`src/hdl/tl2tm_pkg.sv`:
```
package tl2tm_pkg;

	localparam int NUM_CONTEXTS_DEF = 4;
	localparam int NUM_VARS_DEF = 256;
	localparam int SET_DEPTH_DEF = 8;
	localparam int VALUE_WIDTH_DEF = 32;

	localparam int KIND_W = 3;
	localparam int CTX_W = 2;
	localparam int VIDX_W = 8;
	localparam int DATA_W = 32;
	localparam int VER_W = 64;
	localparam int STAT_W = 2;

	typedef enum logic [KIND_W-1:0] {
		KIND_BEGIN = 3'd0,
		KIND_TX_READ = 3'd1,
		KIND_TX_WRITE = 3'd2,
		KIND_COMMIT = 3'd3,
		KIND_PLAIN_READ = 3'd4,
		KIND_PLAIN_WRITE = 3'd5,
		KIND_RSVD6 = 3'd6,
		KIND_RSVD7 = 3'd7
	} kind_t;

	typedef enum logic [STAT_W-1:0] {
		ST_OK = 2'd0,
		ST_CONFLICT = 2'd1,
		ST_FULL = 2'd2,
		ST_NO_TX = 2'd3
	} status_t;

	// Result of one set search by the shared compare unit.
	typedef struct packed {
		logic hit;
		logic [5:0] pos;
	} search_res_t;

endpackage

```
`src/hdl/tl2tm_search.sv`:
```
// Shared compare unit: steps through a set looking for a variable. The set
// memories have a registered read, so each entry is first waited for until it
// arrives and then compared.
module tl2tm_search import tl2tm_pkg::*; #(
	parameter int SET_DEPTH = SET_DEPTH_DEF,
	parameter int VAR_W = 8
) (
	input logic clk,
	input logic arst_n,
	input logic start,
	input logic [$clog2(SET_DEPTH+1)-1:0] count,
	input logic [VAR_W-1:0] key,
	input logic [VAR_W-1:0] entry,
	output logic [$clog2(SET_DEPTH+1)-1:0] idx,
	output logic done,
	output search_res_t res
);
	localparam int CW = $clog2(SET_DEPTH+1);
	logic busy_q;
	logic wait_q;
	logic [CW-1:0] idx_q;
	logic hit_q;

	assign idx = idx_q;
	assign done = busy_q && (hit_q || idx_q >= count);
	assign res.hit = hit_q;
	assign res.pos = 6'(idx_q);

	// Wait for the entry at idx_q, then compare it; stop on a hit or at the end.
	always_ff @(posedge clk or negedge arst_n) begin
		if (!arst_n) begin
			busy_q <= 1'b0;
			wait_q <= 1'b0;
			idx_q <= '0;
			hit_q <= 1'b0;
		end else if (start) begin
			busy_q <= 1'b1;
			wait_q <= 1'b1;
			idx_q <= '0;
			hit_q <= 1'b0;
		end else if (busy_q) begin
			if (done) begin
				busy_q <= 1'b0;
			end else if (wait_q) begin
				wait_q <= 1'b0;
			end else if (entry == key) begin
				hit_q <= 1'b1;
			end else begin
				idx_q <= idx_q + 1'b1;
				wait_q <= 1'b1;
			end
		end
	end
endmodule

```
`config.mk`:
```
export PLATFORM = sky130hd
export DESIGN_NAME = tl2tm_search
export DESIGN_NICKNAME = d
export VERILOG_FILES = /design/src/hdl/tl2tm_pkg.sv /design/src/hdl/tl2tm_search.sv
export SDC_FILE = /design/constraint.sdc
export NUM_CORES = 1
export LEC_CHECK = 0
export ABC_CLOCK_PERIOD_IN_PS = 2700
export BUFFER_PORTS_ARGS = -buffer_cell sky130_fd_sc_hd__buf_2
export CAP_MARGIN = 20
export CORE_MARGIN = 3
export CORE_UTILIZATION = 43
export CTS_CLUSTER_DIAMETER = 30
export DETAILED_ROUTE_END_ITERATION = 10
export GPL_TIMING_DRIVEN = 0
export PLACE_DENSITY_LB_ADDON = 0.1
export SETUP_SLACK_MARGIN = 0.3
export SYNTH_ARGS = -nofsm -noshare
export SYNTH_HDL_FRONTEND = slang
export SYNTH_SLANG_ARGS = --single-unit
```
`constraint.sdc`:
```
create_clock -name clk -period 2.7 [get_ports clk]
set_clock_uncertainty 0.15 [all_clocks]
set_input_delay 0.405 -clock clk [delete_from_list [all_inputs] [get_ports clk]]
set_output_delay 0.405 -clock clk [all_outputs]
set_load 0.01 [all_outputs]
```
==> results.json <==
{
  "async_flop_share": 1.00,
  "ys_types": 25,
  "ant_nets": 0,
  "ys_top_cells_by_area": "dfrtp_1 (27%), xor2_1 (11%), ha_1 (9.7%)",
  "slew_violations": 0,
  "io_buffers": 32,
  "finalCritPeriodShare": 0.840,
  "avgSynthCellArea_um2": 9.91,
  "wl_mm": 1.27,
  "finalHoldViolations": 0,
  "die-area_um2": 2000,
  "peakVddDrop_uv": 200,
  "finalSetupViolations": 0,
  "end_kind": "output pin",
  "postCtsSetupBuffers": 0,
  "pre_cts_slack_ps": 499,
  "antenna_found_initial": 0,
  "clk_pin_slew_worst_paths_ps": 50,
  "fin_setup_tns_ps": 0,
  "synth_top_area_frac": 0.272,
  "synth_commonest_cells": "xor2_1 (8), buf_4 (7), dfrtp_1 (7)",
  "place_congestion": 0.670,
  "die_h_um": 44.7,
  "synth-seq-area-share": 0.272,
  "overflow": 0,
  "fin_ws_ps": 432,
  "syn-cell-area_um2": 644,
  "drc_errors": 0,
  "powerDensity_nw_per_um2": 379,
  "ys_ff_latch": 7,
  "htreeDepth": 1,
  "grt.total_usage": 0.148,
  "place_hpwl_mm": 1.08,
  "rsz0062_at_grt": "false",
  "post_drt_via_cell_ratio": 5.02,
  "rr_worst_depth": 5,
  "hold_class": "flip-flop to flip-flop",
  "fmax_mhz": 441,
  "clk-insertion-delay-late_ps": 260,
  "cts_buffer_depth": 2,
  "cts_num_sinks": 7,
  "p_leak_nw": 0.463,
  "cts_tree": "done",
  "diodes": 0,
  "yosysMostFrequentCell": "xor2_1",
  "initialDrtViolationCount": 9,
  "rows": 13,
  "min_path_cells": 1,
  "grt_pass1_wl_mm": 2.19,
  "dp_cells": 113,
  "synth-edff-count": 0,
  "initial_core_util": 0.477,
  "vias": 592,
  "ys.flop_type": "dfrtp_1",
  "cts-buffers-inserted": 3,
  "synthCells": 65,
  "ios": 35,
  "drt_pre_antenna_iters": 4,
  "period_needed_ps": 2270,
  "cap_violations": 0,
  "yosys_warnings": 0,
  "syn_to_final_growth_pct": 34.2,
  "core_um2": 1350,
  "status": "finished clean",
  "arrival_ps": 1710,
  "critical_path_class": "flip-flop to output pin",
  "grt_pass1_vias": 558,
  "nets": 132,
  "drive_above_1_share": 0.476,
  "wl_per_cell_um": 10.8,
  "die_x_um": 44.7,
  "crit_fanout": 6,
  "cp.required_ps": 2140,
  "yosys.area.top_type": "dfrtp_1",
  "grt_max_degree": 11,
  "startpoint_type": "flip-flop",
  "clock_tree.root_cell": "clkbuf_4",
  "finalNonFillerCells": 118
}
## state kept, by name (all words and copies together), names as in the netlist
name / count
busy_q: 1
hit_q: 1
idx: 4
wait_q: 1
## final cells by class
class                           count  area (µm²)
Inverter                            6        22.5
Buffer                              8        56.3
Timing Repair Buffer               33         170
Fill cell                         127         485
Sequential cell                     7         176
Clock buffer                        4        26.3
Tap cell                           15        18.8
Multi-Input combinational cell     45         394
## path summary, 6_finish.rpt
path	slack, ps	from	end
worst min register to register	350	wait_q	wait_q
worst min-delay path	350	wait_q	wait_q
max in group asynchronous	1860	arst_n	idx[0]
worst max register to register	580	idx[1]	idx[2]
worst max-delay path	430	idx[1]	done
min in group asynchronous	360	arst_n	idx[1]
## through the flow
stage                     utilization  power, mW  hold slack (ps)  cell area [µm²]
after floorplan                     -      0.192            -40.6              648
after global placement          0.613      0.227              100              827
after detailed placement        0.613      0.230              101              827
after CTS                       0.639      0.331              342              863
after global routing            0.640      0.351              368              865
final                           0.640      0.328              346              865
## repair_timing
| action | 4_1_cts | 5_1_grt |
|---|---|---|
| gates resized for setup | 0 | 2 |
| setup endpoints to repair | 0 | 1 |
| hold endpoints to repair | 7 | 0 |
| hold buffers | 1 | 0 |
## power by group
part           switching, mW  internal, mW  total, mW
combinational         0.0530        0.0545      0.107
clock                 0.0422        0.0566     0.0989
sequential           0.00869         0.113      0.122
## per-layer routing
metal / GRT usage / wire length [µm]
met5: 0 / 0
met3: 0.0239 / 124
met4: 0.0723 / 19
met1: 0.165 / 486
met2: 0.269 / 645
## placed cells by master (no fill, tap or decap), types with 2 or more instances in the layout
master    synthesis  layout
a211oi_1          2       2
clkbuf_4          0       3
ha_1              5       5
xor2_1            8       8
inv_1             6       6
nor4_4            2       2
clkbuf_1          1       2
nand2b_1          3       3
mux2_1            2       2
o211ai_1          3       3
nor2_1            4       4
nor2b_1           3       3
buf_4             7       7
dfrtp_1           7       6
conb_1            1       2
buf_2             0      32
## worst max-delay path: stages, from the launching register on
cell and delay, ps:
dfrtp_1 450, ha_1 300, o211ai_1 270, o21ai_1 130, and2_1 170, buf_2 130
## kinds of logic after synthesis
| family | synth area share |
|---|---|
| xor+xnor | 0.109 |
| fa+ha+maj | 0.0971 |
| other cells | 0.00582 |
| mux | 0.0738 |
| buf+inv | 0.122 |
| flops | 0.272 |
| simple gates | 0.200 |
| compound gates | 0.120 |
No activity file was read; power rests on OpenSTA's default activity.
